`src/rtl/core/pcbb_pkg.sv`:
```
// ----------------------------------------------------------------------------
// pcbb_pkg
// Shared codes, field widths and stage bundles for the path command bounding
// box block.
// ----------------------------------------------------------------------------
package pcbb_pkg;

    localparam int ARG_W     = 32;
    localparam int OUT_W     = 32;
    localparam int ARG_COUNT = 7;
    localparam int LANES     = 3;

    // command kinds
    localparam logic [3:0] KIND_MOVE   = 4'd0;
    localparam logic [3:0] KIND_LINE   = 4'd1;
    localparam logic [3:0] KIND_SQUAD  = 4'd2;
    localparam logic [3:0] KIND_HORIZ  = 4'd3;
    localparam logic [3:0] KIND_VERT   = 4'd4;
    localparam logic [3:0] KIND_CUBIC  = 4'd5;
    localparam logic [3:0] KIND_SCUBIC = 4'd6;
    localparam logic [3:0] KIND_QUAD   = 4'd7;
    localparam logic [3:0] KIND_CLOSE  = 4'd8;
    localparam logic [3:0] KIND_ARC    = 4'd9;

    // argument slots
    localparam logic [2:0] ARG_A = 3'd0;
    localparam logic [2:0] ARG_B = 3'd1;
    localparam logic [2:0] ARG_C = 3'd2;
    localparam logic [2:0] ARG_D = 3'd3;
    localparam logic [2:0] ARG_E = 3'd4;
    localparam logic [2:0] ARG_F = 3'd5;
    localparam logic [2:0] ARG_G = 3'd6;

    // point lanes
    localparam logic [1:0] LANE_END = 2'd0;
    localparam logic [1:0] LANE_C1  = 2'd1;
    localparam logic [1:0] LANE_C2  = 2'd2;

    localparam logic signed [OUT_W-1:0] S32_MAX = 32'sh7FFF_FFFF;
    localparam logic signed [OUT_W-1:0] S32_MIN = 32'sh8000_0000;

    // control that travels with the resolved points
    typedef struct packed {
        logic             clr;
        logic [LANES-1:0] pt_valid;
    } pcbb_ctl_t;

    // pipeline enables from the top level to the merge stage
    typedef struct packed {
        logic load;
        logic upd;
    } pcbb_step_t;

    // formatted result
    typedef struct packed {
        logic signed [OUT_W-1:0] left;
        logic signed [OUT_W-1:0] top;
        logic [OUT_W-1:0]        width;
        logic [OUT_W-1:0]        height;
        logic                    has_points;
    } pcbb_box_t;

endpackage

```
`src/rtl/core/pcbb_if.sv`:
```
// ----------------------------------------------------------------------------
// pcbb_if
// Valid/ready channels for path commands in and bounding boxes out.
// ----------------------------------------------------------------------------
interface pcbb_cmd_if;
    logic               valid;
    logic               ready;
    logic               path_start;
    logic [3:0]         kind;
    logic               relative;
    logic signed [31:0] arg_a;
    logic signed [31:0] arg_b;
    logic signed [31:0] arg_c;
    logic signed [31:0] arg_d;
    logic signed [31:0] arg_e;
    logic signed [31:0] arg_f;
    logic signed [31:0] arg_g;

    modport source (
        output valid, path_start, kind, relative,
        output arg_a, arg_b, arg_c, arg_d, arg_e, arg_f, arg_g,
        input  ready
    );
    modport sink (
        input  valid, path_start, kind, relative,
        input  arg_a, arg_b, arg_c, arg_d, arg_e, arg_f, arg_g,
        output ready
    );
endinterface

interface pcbb_box_if;
    logic               valid;
    logic               ready;
    logic signed [31:0] box_left;
    logic signed [31:0] box_top;
    logic [31:0]        box_width;
    logic [31:0]        box_height;
    logic               has_points;

    modport source (
        output valid, box_left, box_top, box_width, box_height, has_points,
        input  ready
    );
    modport sink (
        input  valid, box_left, box_top, box_width, box_height, has_points,
        output ready
    );
endinterface

```
`src/rtl/core/pcbb_lane.sv`:
```
// ----------------------------------------------------------------------------
// pcbb_lane
// Resolves one argument pair to an absolute point: optional pen offset,
// then saturation to the coordinate range. Either axis may keep the pen.
// ----------------------------------------------------------------------------
module pcbb_lane
    import pcbb_pkg::*;
#(
    parameter int COORD_BITS = 32
)
(
    input  logic signed [ARG_W-1:0]      arg_x,
    input  logic signed [ARG_W-1:0]      arg_y,
    input  logic                         relative,
    input  logic                         hold_x,
    input  logic                         hold_y,
    input  logic signed [COORD_BITS-1:0] base_x,
    input  logic signed [COORD_BITS-1:0] base_y,
    output logic signed [COORD_BITS-1:0] pt_x,
    output logic signed [COORD_BITS-1:0] pt_y
);

    localparam int EXT_W = ((COORD_BITS > ARG_W) ? COORD_BITS : ARG_W) + 1;
    localparam int SUM_W = EXT_W + 1;
    localparam logic signed [COORD_BITS-1:0] C_MAX = {1'b0, {(COORD_BITS-1){1'b1}}};
    localparam logic signed [COORD_BITS-1:0] C_MIN = {1'b1, {(COORD_BITS-1){1'b0}}};

    function automatic logic signed [COORD_BITS-1:0] resolve(
        input logic signed [ARG_W-1:0]      arg,
        input logic                         rel,
        input logic signed [COORD_BITS-1:0] base
    );
        logic signed [SUM_W-1:0] sum;
        sum = SUM_W'(arg);
        if (rel)
        begin
            sum = sum + SUM_W'(base);
        end
        if (sum > SUM_W'(C_MAX))
        begin
            return C_MAX;
        end
        else if (sum < SUM_W'(C_MIN))
        begin
            return C_MIN;
        end
        return sum[COORD_BITS-1:0];
    endfunction

    assign pt_x = hold_x ? base_x : resolve(arg_x, relative, base_x);
    assign pt_y = hold_y ? base_y : resolve(arg_y, relative, base_y);

endmodule

```
`src/rtl/core/pcbb_front.sv`:
```
// ----------------------------------------------------------------------------
// pcbb_front
// Decodes a command, steers its arguments onto the point lanes, keeps the pen
// and subpath start, and registers the resolved points.
// ----------------------------------------------------------------------------
module pcbb_front
    import pcbb_pkg::*;
#(
    parameter int COORD_BITS = 32
)
(
    input  logic                         clk,
    input  logic                         rst_n,
    input  logic                         accept,
    input  logic                         path_start,
    input  logic [3:0]                   kind,
    input  logic                         relative,
    input  logic signed [ARG_W-1:0]      arg [ARG_COUNT],
    output logic signed [COORD_BITS-1:0] pt_x [LANES],
    output logic signed [COORD_BITS-1:0] pt_y [LANES],
    output pcbb_ctl_t                    ctl
);

    logic signed [COORD_BITS-1:0] pen_x_reg, pen_y_reg, sub_x_reg, sub_y_reg;
    logic signed [COORD_BITS-1:0] pen_x_next, pen_y_next, sub_x_next, sub_y_next;
    logic signed [COORD_BITS-1:0] base_x, base_y, sub_base_x, sub_base_y;

    logic signed [ARG_W-1:0]      sel_x [LANES];
    logic signed [ARG_W-1:0]      sel_y [LANES];
    logic [LANES-1:0]             hold_x, hold_y, mask;
    logic                         is_move, is_close;

    logic signed [COORD_BITS-1:0] lane_x [LANES];
    logic signed [COORD_BITS-1:0] lane_y [LANES];

    logic signed [COORD_BITS-1:0] pt_x_reg [LANES];
    logic signed [COORD_BITS-1:0] pt_y_reg [LANES];
    pcbb_ctl_t                    ctl_reg;

    // a path start sees a cleared pen and subpath start
    assign base_x     = path_start ? '0 : pen_x_reg;
    assign base_y     = path_start ? '0 : pen_y_reg;
    assign sub_base_x = path_start ? '0 : sub_x_reg;
    assign sub_base_y = path_start ? '0 : sub_y_reg;

    always_comb
    begin
        for (int i = 0; i < LANES; i++)
        begin
            sel_x[i] = '0;
            sel_y[i] = '0;
        end
        hold_x   = '0;
        hold_y   = '0;
        mask     = '0;
        is_move  = 1'b0;
        is_close = 1'b0;
        case (kind)
            KIND_MOVE, KIND_LINE, KIND_SQUAD:
            begin
                sel_x[LANE_END] = arg[ARG_A];
                sel_y[LANE_END] = arg[ARG_B];
                mask[LANE_END]  = 1'b1;
                is_move         = (kind == KIND_MOVE);
            end
            KIND_HORIZ:
            begin
                sel_x[LANE_END]  = arg[ARG_A];
                hold_y[LANE_END] = 1'b1;
                mask[LANE_END]   = 1'b1;
            end
            KIND_VERT:
            begin
                sel_y[LANE_END]  = arg[ARG_A];
                hold_x[LANE_END] = 1'b1;
                mask[LANE_END]   = 1'b1;
            end
            KIND_CUBIC:
            begin
                sel_x[LANE_END] = arg[ARG_E];
                sel_y[LANE_END] = arg[ARG_F];
                sel_x[LANE_C1]  = arg[ARG_A];
                sel_y[LANE_C1]  = arg[ARG_B];
                sel_x[LANE_C2]  = arg[ARG_C];
                sel_y[LANE_C2]  = arg[ARG_D];
                mask            = '1;
            end
            KIND_SCUBIC, KIND_QUAD:
            begin
                sel_x[LANE_END] = arg[ARG_C];
                sel_y[LANE_END] = arg[ARG_D];
                sel_x[LANE_C1]  = arg[ARG_A];
                sel_y[LANE_C1]  = arg[ARG_B];
                mask[LANE_END]  = 1'b1;
                mask[LANE_C1]   = 1'b1;
            end
            KIND_CLOSE:
            begin
                is_close = 1'b1;
            end
            KIND_ARC:
            begin
                sel_x[LANE_END] = arg[ARG_F];
                sel_y[LANE_END] = arg[ARG_G];
                mask[LANE_END]  = 1'b1;
            end
            default:
            begin
                mask = '0;
            end
        endcase
    end

    for (genvar g = 0; g < LANES; g++)
    begin : g_lane
        pcbb_lane #(
            .COORD_BITS (COORD_BITS)
        ) u_lane (
            .arg_x    (sel_x[g]),
            .arg_y    (sel_y[g]),
            .relative (relative),
            .hold_x   (hold_x[g]),
            .hold_y   (hold_y[g]),
            .base_x   (base_x),
            .base_y   (base_y),
            .pt_x     (lane_x[g]),
            .pt_y     (lane_y[g])
        );
    end

    always_comb
    begin
        if (mask[LANE_END])
        begin
            pen_x_next = lane_x[LANE_END];
            pen_y_next = lane_y[LANE_END];
        end
        else if (is_close)
        begin
            pen_x_next = sub_base_x;
            pen_y_next = sub_base_y;
        end
        else
        begin
            pen_x_next = base_x;
            pen_y_next = base_y;
        end
        sub_x_next = is_move ? lane_x[LANE_END] : sub_base_x;
        sub_y_next = is_move ? lane_y[LANE_END] : sub_base_y;
    end

    always_ff @(posedge clk or negedge rst_n)
    begin
        if (!rst_n)
        begin
            pen_x_reg <= '0;
            pen_y_reg <= '0;
            sub_x_reg <= '0;
            sub_y_reg <= '0;
        end
        else if (accept)
        begin
            pen_x_reg <= pen_x_next;
            pen_y_reg <= pen_y_next;
            sub_x_reg <= sub_x_next;
            sub_y_reg <= sub_y_next;
        end
    end

    always_ff @(posedge clk)
    begin
        if (accept)
        begin
            for (int i = 0; i < LANES; i++)
            begin
                pt_x_reg[i] <= lane_x[i];
                pt_y_reg[i] <= lane_y[i];
            end
            ctl_reg.clr      <= path_start;
            ctl_reg.pt_valid <= mask;
        end
    end

    assign pt_x = pt_x_reg;
    assign pt_y = pt_y_reg;
    assign ctl  = ctl_reg;

endmodule

```
`src/rtl/core/pcbb_merge.sv`:
```
// ----------------------------------------------------------------------------
// pcbb_merge
// Reduces the lane points of one command to its own extent, folds that into
// the running box and formats the box for the output.
// ----------------------------------------------------------------------------
module pcbb_merge
    import pcbb_pkg::*;
#(
    parameter int COORD_BITS = 32
)
(
    input  logic                         clk,
    input  logic                         rst_n,
    input  pcbb_step_t                   step,
    input  logic signed [COORD_BITS-1:0] pt_x [LANES],
    input  logic signed [COORD_BITS-1:0] pt_y [LANES],
    input  pcbb_ctl_t                    ctl,
    output pcbb_box_t                    fmt
);

    localparam int EXT_W  = ((COORD_BITS > OUT_W) ? COORD_BITS : OUT_W) + 1;
    localparam int SPAN_W = EXT_W + 1;
    localparam logic signed [COORD_BITS-1:0] C_MAX = {1'b0, {(COORD_BITS-1){1'b1}}};
    localparam logic signed [COORD_BITS-1:0] C_MIN = {1'b1, {(COORD_BITS-1){1'b0}}};
    localparam logic signed [SPAN_W-1:0]     U32_MAX = SPAN_W'({1'b0, {OUT_W{1'b1}}});

    logic signed [COORD_BITS-1:0] red_lo_x, red_hi_x, red_lo_y, red_hi_y;
    logic                         red_any;

    logic signed [COORD_BITS-1:0] lo_x_reg, hi_x_reg, lo_y_reg, hi_y_reg;
    logic                         any_reg, clr_reg;

    logic signed [COORD_BITS-1:0] low_x_reg, high_x_reg, low_y_reg, high_y_reg;
    logic                         seen_reg;
    logic signed [COORD_BITS-1:0] base_lo_x, base_hi_x, base_lo_y, base_hi_y;
    logic signed [COORD_BITS-1:0] low_x_next, high_x_next, low_y_next, high_y_next;
    logic                         seen_next;

    function automatic logic signed [OUT_W-1:0] to_s32(
        input logic signed [COORD_BITS-1:0] v
    );
        logic signed [EXT_W-1:0] e;
        e = EXT_W'(v);
        if (e > EXT_W'(S32_MAX))
        begin
            return S32_MAX;
        end
        else if (e < EXT_W'(S32_MIN))
        begin
            return S32_MIN;
        end
        return e[OUT_W-1:0];
    endfunction

    function automatic logic [OUT_W-1:0] span(
        input logic signed [COORD_BITS-1:0] hi,
        input logic signed [COORD_BITS-1:0] lo
    );
        logic signed [SPAN_W-1:0] d;
        d = SPAN_W'(hi) - SPAN_W'(lo);
        if (d < 0)
        begin
            return '0;
        end
        else if (d > U32_MAX)
        begin
            return '1;
        end
        return d[OUT_W-1:0];
    endfunction

    // extent of this command's points; empty leaves the reset values
    always_comb
    begin
        red_lo_x = C_MAX;
        red_hi_x = C_MIN;
        red_lo_y = C_MAX;
        red_hi_y = C_MIN;
        red_any  = 1'b0;
        for (int i = 0; i < LANES; i++)
        begin
            if (ctl.pt_valid[i])
            begin
                if (pt_x[i] < red_lo_x) red_lo_x = pt_x[i];
                if (pt_x[i] > red_hi_x) red_hi_x = pt_x[i];
                if (pt_y[i] < red_lo_y) red_lo_y = pt_y[i];
                if (pt_y[i] > red_hi_y) red_hi_y = pt_y[i];
                red_any = 1'b1;
            end
        end
    end

    always_ff @(posedge clk)
    begin
        if (step.load)
        begin
            lo_x_reg <= red_lo_x;
            hi_x_reg <= red_hi_x;
            lo_y_reg <= red_lo_y;
            hi_y_reg <= red_hi_y;
            any_reg  <= red_any;
            clr_reg  <= ctl.clr;
        end
    end

    always_comb
    begin
        base_lo_x   = clr_reg ? C_MAX : low_x_reg;
        base_hi_x   = clr_reg ? C_MIN : high_x_reg;
        base_lo_y   = clr_reg ? C_MAX : low_y_reg;
        base_hi_y   = clr_reg ? C_MIN : high_y_reg;
        low_x_next  = (lo_x_reg < base_lo_x) ? lo_x_reg : base_lo_x;
        high_x_next = (hi_x_reg > base_hi_x) ? hi_x_reg : base_hi_x;
        low_y_next  = (lo_y_reg < base_lo_y) ? lo_y_reg : base_lo_y;
        high_y_next = (hi_y_reg > base_hi_y) ? hi_y_reg : base_hi_y;
        seen_next   = (seen_reg && !clr_reg) || any_reg;
    end

    always_ff @(posedge clk or negedge rst_n)
    begin
        if (!rst_n)
        begin
            low_x_reg  <= C_MAX;
            high_x_reg <= C_MIN;
            low_y_reg  <= C_MAX;
            high_y_reg <= C_MIN;
            seen_reg   <= 1'b0;
        end
        else if (step.upd)
        begin
            low_x_reg  <= low_x_next;
            high_x_reg <= high_x_next;
            low_y_reg  <= low_y_next;
            high_y_reg <= high_y_next;
            seen_reg   <= seen_next;
        end
    end

    always_comb
    begin
        if (seen_reg)
        begin
            fmt.left       = to_s32(low_x_reg);
            fmt.top        = to_s32(low_y_reg);
            fmt.width      = span(high_x_reg, low_x_reg);
            fmt.height     = span(high_y_reg, low_y_reg);
            fmt.has_points = 1'b1;
        end
        else
        begin
            fmt = '0;
        end
    end

endmodule

```
`src/rtl/core/path_command_bounding_box.sv`:
```
// ----------------------------------------------------------------------------
// path_command_bounding_box
// Stages: front point, merge extent, running box and output registers.
// Throughput: one command per cycle unless the output stalls; the pen register
// loop resolves each command's points combinationally in three parallel lanes.
// Reset: pen, subpath start and box clear; all pipeline stages empty.
// ----------------------------------------------------------------------------
module path_command_bounding_box
    import pcbb_pkg::*;
#(
    parameter int COORD_BITS = 32
)
(
    input  logic       clk,
    input  logic       rst_n,
    pcbb_cmd_if.sink   cmd,
    pcbb_box_if.source box
);

    logic                         adv, accept;
    logic                         s1_valid_reg, s2_valid_reg, s3_valid_reg, out_valid_reg;
    logic signed [ARG_W-1:0]      arg [ARG_COUNT];
    logic signed [COORD_BITS-1:0] pt_x [LANES];
    logic signed [COORD_BITS-1:0] pt_y [LANES];
    pcbb_ctl_t                    ctl;
    pcbb_step_t                   step;
    pcbb_box_t                    fmt, out_reg;

    // whole pipeline advances while the output register can take a result
    assign adv       = !out_valid_reg || box.ready;
    assign accept    = cmd.valid && adv;
    assign cmd.ready = adv;

    assign arg[ARG_A] = cmd.arg_a;
    assign arg[ARG_B] = cmd.arg_b;
    assign arg[ARG_C] = cmd.arg_c;
    assign arg[ARG_D] = cmd.arg_d;
    assign arg[ARG_E] = cmd.arg_e;
    assign arg[ARG_F] = cmd.arg_f;
    assign arg[ARG_G] = cmd.arg_g;

    pcbb_front #(
        .COORD_BITS (COORD_BITS)
    ) u_front (
        .clk        (clk),
        .rst_n      (rst_n),
        .accept     (accept),
        .path_start (cmd.path_start),
        .kind       (cmd.kind),
        .relative   (cmd.relative),
        .arg        (arg),
        .pt_x       (pt_x),
        .pt_y       (pt_y),
        .ctl        (ctl)
    );

    assign step.load = adv;
    assign step.upd  = adv && s2_valid_reg;

    pcbb_merge #(
        .COORD_BITS (COORD_BITS)
    ) u_merge (
        .clk   (clk),
        .rst_n (rst_n),
        .step  (step),
        .pt_x  (pt_x),
        .pt_y  (pt_y),
        .ctl   (ctl),
        .fmt   (fmt)
    );

    always_ff @(posedge clk or negedge rst_n)
    begin
        if (!rst_n)
        begin
            s1_valid_reg  <= 1'b0;
            s2_valid_reg  <= 1'b0;
            s3_valid_reg  <= 1'b0;
            out_valid_reg <= 1'b0;
        end
        else if (adv)
        begin
            s1_valid_reg  <= accept;
            s2_valid_reg  <= s1_valid_reg;
            s3_valid_reg  <= s2_valid_reg;
            out_valid_reg <= s3_valid_reg;
        end
    end

    // capture the box as it stands after this command's update
    always_ff @(posedge clk)
    begin
        if (adv && s3_valid_reg)
        begin
            out_reg <= fmt;
        end
    end

    assign box.valid      = out_valid_reg;
    assign box.box_left   = out_reg.left;
    assign box.box_top    = out_reg.top;
    assign box.box_width  = out_reg.width;
    assign box.box_height = out_reg.height;
    assign box.has_points = out_reg.has_points;

endmodule

```
`src/flat_wrapper.sv`:
```
// flat-port wrapper written by rule: the top's interface ports become plain ports
module path_command_bounding_box_flat import pcbb_pkg::*;
#(
    parameter int COORD_BITS = 32
)
  (clk, rst_n, cmd_valid, cmd_path_start, cmd_kind, cmd_relative, cmd_arg_a, cmd_arg_b, cmd_arg_c, cmd_arg_d, cmd_arg_e, cmd_arg_f, cmd_arg_g, cmd_ready, box_valid, box_box_left, box_box_top, box_box_width, box_box_height, box_has_points, box_ready);
  pcbb_cmd_if cmd_i ();
  pcbb_box_if box_i ();
  input  logic clk;
  input  logic rst_n;
  input wire logic [$bits(cmd_i.valid)-1:0] cmd_valid;
  input wire logic [$bits(cmd_i.path_start)-1:0] cmd_path_start;
  input wire logic [$bits(cmd_i.kind)-1:0] cmd_kind;
  input wire logic [$bits(cmd_i.relative)-1:0] cmd_relative;
  input wire logic [$bits(cmd_i.arg_a)-1:0] cmd_arg_a;
  input wire logic [$bits(cmd_i.arg_b)-1:0] cmd_arg_b;
  input wire logic [$bits(cmd_i.arg_c)-1:0] cmd_arg_c;
  input wire logic [$bits(cmd_i.arg_d)-1:0] cmd_arg_d;
  input wire logic [$bits(cmd_i.arg_e)-1:0] cmd_arg_e;
  input wire logic [$bits(cmd_i.arg_f)-1:0] cmd_arg_f;
  input wire logic [$bits(cmd_i.arg_g)-1:0] cmd_arg_g;
  output wire logic [$bits(cmd_i.ready)-1:0] cmd_ready;
  output wire logic [$bits(box_i.valid)-1:0] box_valid;
  output wire logic [$bits(box_i.box_left)-1:0] box_box_left;
  output wire logic [$bits(box_i.box_top)-1:0] box_box_top;
  output wire logic [$bits(box_i.box_width)-1:0] box_box_width;
  output wire logic [$bits(box_i.box_height)-1:0] box_box_height;
  output wire logic [$bits(box_i.has_points)-1:0] box_has_points;
  input wire logic [$bits(box_i.ready)-1:0] box_ready;
  assign cmd_i.valid = cmd_valid;
  assign cmd_i.path_start = cmd_path_start;
  assign cmd_i.kind = cmd_kind;
  assign cmd_i.relative = cmd_relative;
  assign cmd_i.arg_a = cmd_arg_a;
  assign cmd_i.arg_b = cmd_arg_b;
  assign cmd_i.arg_c = cmd_arg_c;
  assign cmd_i.arg_d = cmd_arg_d;
  assign cmd_i.arg_e = cmd_arg_e;
  assign cmd_i.arg_f = cmd_arg_f;
  assign cmd_i.arg_g = cmd_arg_g;
  assign cmd_ready = cmd_i.ready;
  assign box_valid = box_i.valid;
  assign box_box_left = box_i.box_left;
  assign box_box_top = box_i.box_top;
  assign box_box_width = box_i.box_width;
  assign box_box_height = box_i.box_height;
  assign box_has_points = box_i.has_points;
  assign box_i.ready = box_ready;
  path_command_bounding_box #(.COORD_BITS(COORD_BITS)) u_core (.clk(clk), .rst_n(rst_n), .cmd(cmd_i), .box(box_i));
endmodule
```
`config.mk`:
```
export PLATFORM = sky130hd
export DESIGN_NAME = path_command_bounding_box_flat
export DESIGN_NICKNAME = d
export VERILOG_FILES = /design/src/rtl/core/pcbb_pkg.sv /design/src/rtl/core/pcbb_if.sv /design/src/rtl/core/pcbb_lane.sv /design/src/rtl/core/pcbb_front.sv /design/src/rtl/core/pcbb_merge.sv /design/src/rtl/core/path_command_bounding_box.sv /design/src/flat_wrapper.sv
export SDC_FILE = /design/constraint.sdc
export NUM_CORES = 2
export LEC_CHECK = 0
export BUFFER_PORTS_ARGS = -buffer_cell sky130_fd_sc_hd__buf_2
export CORE_MARGIN = 2
export CORE_UTILIZATION = 60
export DETAILED_ROUTE_END_ITERATION = 10
export PLACE_DENSITY = 0.8
export SYNTH_ARGS = -nofsm -noshare
export SYNTH_HDL_FRONTEND = slang
export SYNTH_SLANG_ARGS = --single-unit
```
`constraint.sdc`:
```
create_clock -name clk -period 18.7 [get_ports clk]
set_input_delay 1.87 -clock clk [delete_from_list [all_inputs] [get_ports clk]]
set_output_delay 1.87 -clock clk [all_outputs]
set_load 0.02 [all_outputs]
```
======== After elaboration in Yosys (flattened, before gate mapping) ========
Index checks and enable logic that the tools add are counted.
word-level totals
  register bits after elaboration ......... 716
  output and inout bits ................... 131
  memory bits (writable) .................. 0
  bits in latches ......................... 0
  memories ................................ 0
  logic and storage cells ................. 219
  input port bits ......................... 234
  memory bits (read-only) ................. 0
operators by class
  equality and inequality tests ........... 9
  magnitude comparators ................... 36
  divide/modulo/power cells ............... 0
  add/sub/neg operators ................... 8
  mux-type cells .......................... 119
  shift-type cells ........................ 0
  reductions and logical operators ........ 15
  multipliers ............................. 0
  bitwise gates (word level) .............. 0
operators by type and width
  operator                count
  $mux W32                78
  $gt A34 B32 Y1 const B  6
  $lt A34 B32 Y1 const B  6
  $mux W34                6
  $add A32 B32 Y33        6
  $gt A32 B32 Y1          6
  $lt A32 B32 Y1          6
  $pmux W32 S5            1
  $gt A32 B32 Y1 const B  4
  $lt A32 B32 Y1 const B  4
  $pmux W32 S4            1
  $gt A33 B33 Y1 const B  2
  $lt A33 B1 Y1 const B   2
  $sub A32 B32 Y33        2
  $mux W1                 33
  $eq A4 B3 Y1 const B    4
  $reduce_or A9 Y1        1
  $eq A4 B2 Y1 const B    2
  $eq A4 B4 Y1 const B    2
  $reduce_or A3 Y1        2
  $eq A4 B1 Y1 const B    1
  $logic_and A1 B1 Y1     4
  $logic_not A4 Y1        1
  $reduce_or A2 Y1        2
  other kinds (3)         5

======== Logic depth before layout (Yosys ltp) ========
  word-level depth ........................ 11
  depth in mapped cells ................... 31
  depth with buffers taken out ............ 26

======== Modules after synthesis ========
Synthesis repeated with hierarchy kept, for this count alone.
second synthesis, totals
  cell total of the unflattened synthesis .. 6853
  area total of the unflattened synthesis .. 62703.9 um^2
modules (own cells, without submodules)
  module                                        times used  area an instance (um^2)  seq. area each (um^2)  cells an instance
  pcbb_merge                                    1           26452.9                  7211.9                 3054
  pcbb_front                                    1           16299.4                  9088.7                 1339
  pcbb_lane at u_core.u_front.g_lane[1].u_lane  1           5554.1                   0.0                    824
  pcbb_lane at u_core.u_front.g_lane[2].u_lane  1           5241.3                   0.0                    725
  pcbb_lane at u_core.u_front.g_lane[0].u_lane  1           5082.4                   0.0                    769
  path_command_bounding_box                     1           4073.9                   3973.8                 142

======== Worst setup path before layout ========
No wires, ideal clock.
  kind .................................... input to register
  start ................................... in box_ready
  end ..................................... reg u_core.u_front.pen_x_reg[0]
  path buffers ............................ 2
  stages .................................. 8
  arrival time ............................ 10.996 ns
  setup slack ............................. 7.640 ns
  cell sequence ........................... nand2b_1 -> clkbuf_1 -> nand2_1 -> clkinv_1 -> o21ai_1 -> clkbuf_1 -> a22o_1 -> a21o_1
between the ends
  longest elaborated chain between the ends .. 2
ends and longest elaborated chain
  element               line                             text
  from (decl)           flat_wrapper.sv:29               input wire logic [$bits(box_i.ready)-1:0] box_ready;
  $logic_or A1 B1 Y1    path_command_bounding_box.sv:30  assign adv = !out_valid_reg || box.ready;
  via cmd_ready         flat_wrapper.sv:22               output wire logic [$bits(cmd_i.ready)-1:0] cmd_ready;
  $logic_and A1 B1 Y1   path_command_bounding_box.sv:31  assign accept = cmd.valid && adv;
  via u_core.accept     path_command_bounding_box.sv:20  logic adv, accept;
  to (signal assigned)  pcbb_front.sv:163                pen_x_reg <= pen_x_next;
  to (decl)             pcbb_front.sv:24                 logic signed [COORD_BITS-1:0] pen_x_reg, pen_y_reg, sub_x_reg, sub_y_reg;
The timed path passes the listed nets, and every way through them passes these cells.
A chain may end at the register's enable or synchronous reset.

======== Final worst setup path ========
  start ................................... reg u_core.u_front.pt_x_reg (netlist bit u_core.u_front.pt_x[71])
  end ..................................... reg u_core.u_merge.hi_x_reg[0], data pin
between the ends
  longest elaborated chain between the ends .. 9
ends and longest elaborated chain
  element                            line               text
  from (decl)                        pcbb_front.sv:36   logic signed [COORD_BITS-1:0] pt_x_reg [LANES];
  from (signal, indexed assignment)  pcbb_front.sv:176  pt_x_reg[i] <= lane_x[i];
  $gt A32 B32 Y1                     pcbb_merge.sv:85   if (pt_x[i] > red_hi_x) red_hi_x = pt_x[i];
  $mux W32 *                         pcbb_merge.sv:85
  $mux W32 *                         pcbb_merge.sv:82   if (ctl.pt_valid[i])
  $gt A32 B32 Y1                     pcbb_merge.sv:85
  $mux W32                           pcbb_merge.sv:85
  $mux W32 *                         pcbb_merge.sv:82
  $gt A32 B32 Y1                     pcbb_merge.sv:85
  $mux W32                           pcbb_merge.sv:85
  $mux W32 *                         pcbb_merge.sv:82
  via u_core.u_merge.red_hi_x[0]     pcbb_merge.sv:27   logic signed [COORD_BITS-1:0] red_lo_x, red_hi_x, red_lo_y, red_hi_y;
  to (signal assigned)               pcbb_merge.sv:98   hi_x_reg <= red_hi_x;
  to (decl)                          pcbb_merge.sv:30   logic signed [COORD_BITS-1:0] lo_x_reg, hi_x_reg, lo_y_reg, hi_y_reg;
The timed path passes the listed nets; every way through them passes the cells marked *.

==> impl_metrics.ini <==
[run_status]
outcome = finished, final reports clean

[power_and_ir_drop]
power_leakage_nw = 28.8
power_density_nw_per_um2 = 134
ir_drop_mv = 0.0817
power.total_mw = 8.47

[setup_path]
timing.reg2reg.setup_slack_ns = 10.33
worst-setup-path-type = register to register
cp_data_required_time_ns = 19.09
cp-end-kind = register
start_kind = register
arrival_ns = 8.76
crit_fanout = 130
reg2reg_depth = 27

[placement]
place_ws_ns = 10.45
place_congestion = 1.06
dp_cells = 7724
post-dp-hpwl_mm = 149
port_buffers = 364

[clock_tree]
cts_buffer_depth = 3
clock-sinks = 716
cts_buffers = 77
clk_pin_slew_ns = 0.07
htree_levels = 3
clk_latency_ns = 0.65
post_cts_resized = 0
holdBufCountCts = 0
cts_tree = done
post_cts_buffers = 0
cts-root-buf = clkbuf_16

[detailed_routing]
wl_per_cell_um = 24.3
vias = 51900
drtIter0Drc = 6186
drt_wl_total_mm = 191
dr.pass1.iters = 7
via_per_inst = 6.59
ant_nets = 0
drcViolationCount = 0

[timing]
period_needed_ns = 8.37
post-route-period-util_pct = 44.8
hold_viol = 0
rsz0062_at_grt = no
clock.fmax_ghz = 0.119
worst_slack_ns = 10.33
skew_ns = 0.0276
slew_viol_final = 0
setup_violations = 0
setup-tns-final_ns = 0
relSlewSlack_pct = 13.2
worstMarginPinSlew_ns = 1.30

[cells_and_area]
drive_gt1_share_pct = 11.5
area_growth_pct = 9.33
stdcell_count = 7873
fin_nets = 7414
nFillCells = 7806

[synthesis]
synth_area_sq_um = 57900
synth_nets = 7231
ys_warn_count = 0
synth_flop_cell = edfxtp_1
synth_cells = 6355
syn_avg_cell_area_sq_um = 9.11
async_flop_share_pct = 36.5
synth_edf_count = 455
synth_common_cells = ha_1, nand2_1, edfxtp_1
synth_area_leaders = edfxtp_1, ha_1, dfrtp_1, o21ai_0, a21oi_1
synth.most_common_cell = ha_1
synth_seq_cells = 716
synthDistinctLibCells = 92
synth_top_area_share_pct = 23.6
ys_seq_area_share_pct = 35.0
synth_top_cell_by_area = edfxtp_1

[global_route]
grt_pass1_vias = 47800
antenna_found_initial = 6
grt_pass1_wl_mm = 287
grt_start_max_net_pins = 131
overflow = 0
groute.usage.overall_pct = 37.8

[floorplan]
io_pins = 365
die_area_sq_um = 98900
start_util_pct = 60.7
rows = 113
die_width_um = 315
die_h_um = 315
coreArea_sq_um = 95300

[hold_path]
min_path_cells = 2
min_path_type = register to register

[run]
drv_cap = 0
-- metal layers --
layer | GRT usage, % | vias to the layer above | part of all wire, %
met5 | 0 | - | 0.014
met4 | 18.6 | 4 | 5.4
met3 | 9.02 | 388 | 11
met2 | 54.0 | 2788 | 41
met1 | 53.5 | 24500 | 42
li1 | - | 24200 | -
-- where the power goes --
part           leakage [nW]  switching [mW]  internal, mW
Sequential             7.76           0.423          2.47
Combinational          19.8            2.49          1.56
Clock                  1.23           0.654         0.878
-- layout by cell type (no fill, tap or decap), types with 70 or more instances in the layout --
cell type and count:
ha_1 633, nand2_1 522, edfxtp_1 455, o21ai_0 419, a21oi_1 414, nor2_1 410
buf_2 362, inv_1 335, a21o_1 218, and2_1 217, dfrtp_1 196, mux2i_1 177
nand3_1 143, nand4_1 132, a22oi_1 132, xnor2_1 121, nor2b_1 113, nand2b_1 105
nor3_1 103, xor2_1 78, clkbuf_16 78, o21a_1 70
-- cell type report --
cell class | instances | area [sq um] | share of cell area (%)
sequential | 716 | 20300 | 32.0
tap | 1265 | 1580 | 2.50
timing repair buffer | 427 | 2320 | 3.67
inverter | 337 | 1270 | 2.01
clock inverter | 53 | 519 | 0.821
multi-input combinational | 4979 | 35300 | 55.8
clock buffer | 90 | 2010 | 3.17
antenna | 6 | 15.0 | 0.0237
-- cells by family after synthesis --
kind of cell / share of synthesized area [%]
adders and majority gates: 14.1
xor gates and xnor gates: 3.01
buffers and inverters: 4.36
muxes: 4.07
DFF: 35.0
AOI/OAI and AO/OA: 22.6
and+or+nand+nor: 16.8
-- stage by stage --
step | area (sq um) | hold slack, ns | util (%)
floorplan | 57900 | 0.400 | -
global placement | 60700 | 0.450 | 63.7
detailed placement | 60700 | 0.471 | 63.7
CTS | 63300 | 0.485 | 66.4
global route | 63300 | 0.502 | 66.4
finish | 63300 | 0.485 | 66.4
-- worst max-delay path: stages (launching register included) --
cell and delay [ns]:
edfxtp_1 0.46, nor4_1 0.36, nand4_1 0.21, o21a_1 0.23
buf_4 0.23, inv_1 0.13, nor2_1 0.09, ha_4 0.98
and4_1 0.35, nand3_1 0.13, nor3_1 0.43, nand2_1 0.14
o31a_2 0.36, buf_4 0.39, nand3_1 0.23, o21ai_0 0.08
or3_1 0.43, ha_1 0.38, nand4_1 0.12, nor2_1 0.16
nand3_1 0.15, or2_2 0.33, or3_1 0.39, o21ai_0 0.21
mux2i_1 0.14, nor2_4 0.09, buf_4 0.45, mux2_2 0.40
-- final timing paths --
path / from / end
setup / recovery: u_core.u_front.pt_x[71]$_DFFE_PP_ / u_core.u_merge.hi_x_reg[0]$_DFFE_PN_
hold / removal: u_core.u_front.sub_y_reg[14]$_DFFE_PN0P_ / u_core.u_front.sub_y_reg[14]$_DFFE_PN0P_
setup reg to reg: u_core.u_front.pt_x[71]$_DFFE_PP_ / u_core.u_merge.hi_x_reg[0]$_DFFE_PN_
hold reg to reg: u_core.u_front.sub_y_reg[14]$_DFFE_PN0P_ / u_core.u_front.sub_y_reg[14]$_DFFE_PN0P_
max in group asynchronous: rst_n / u_core.u_merge.high_y_reg[27]$_DFFE_PN0P_
min in group asynchronous: rst_n / u_core.u_front.pen_x_reg[4]$_DFFE_PN0P_
(Power assumes the default switching activity.)
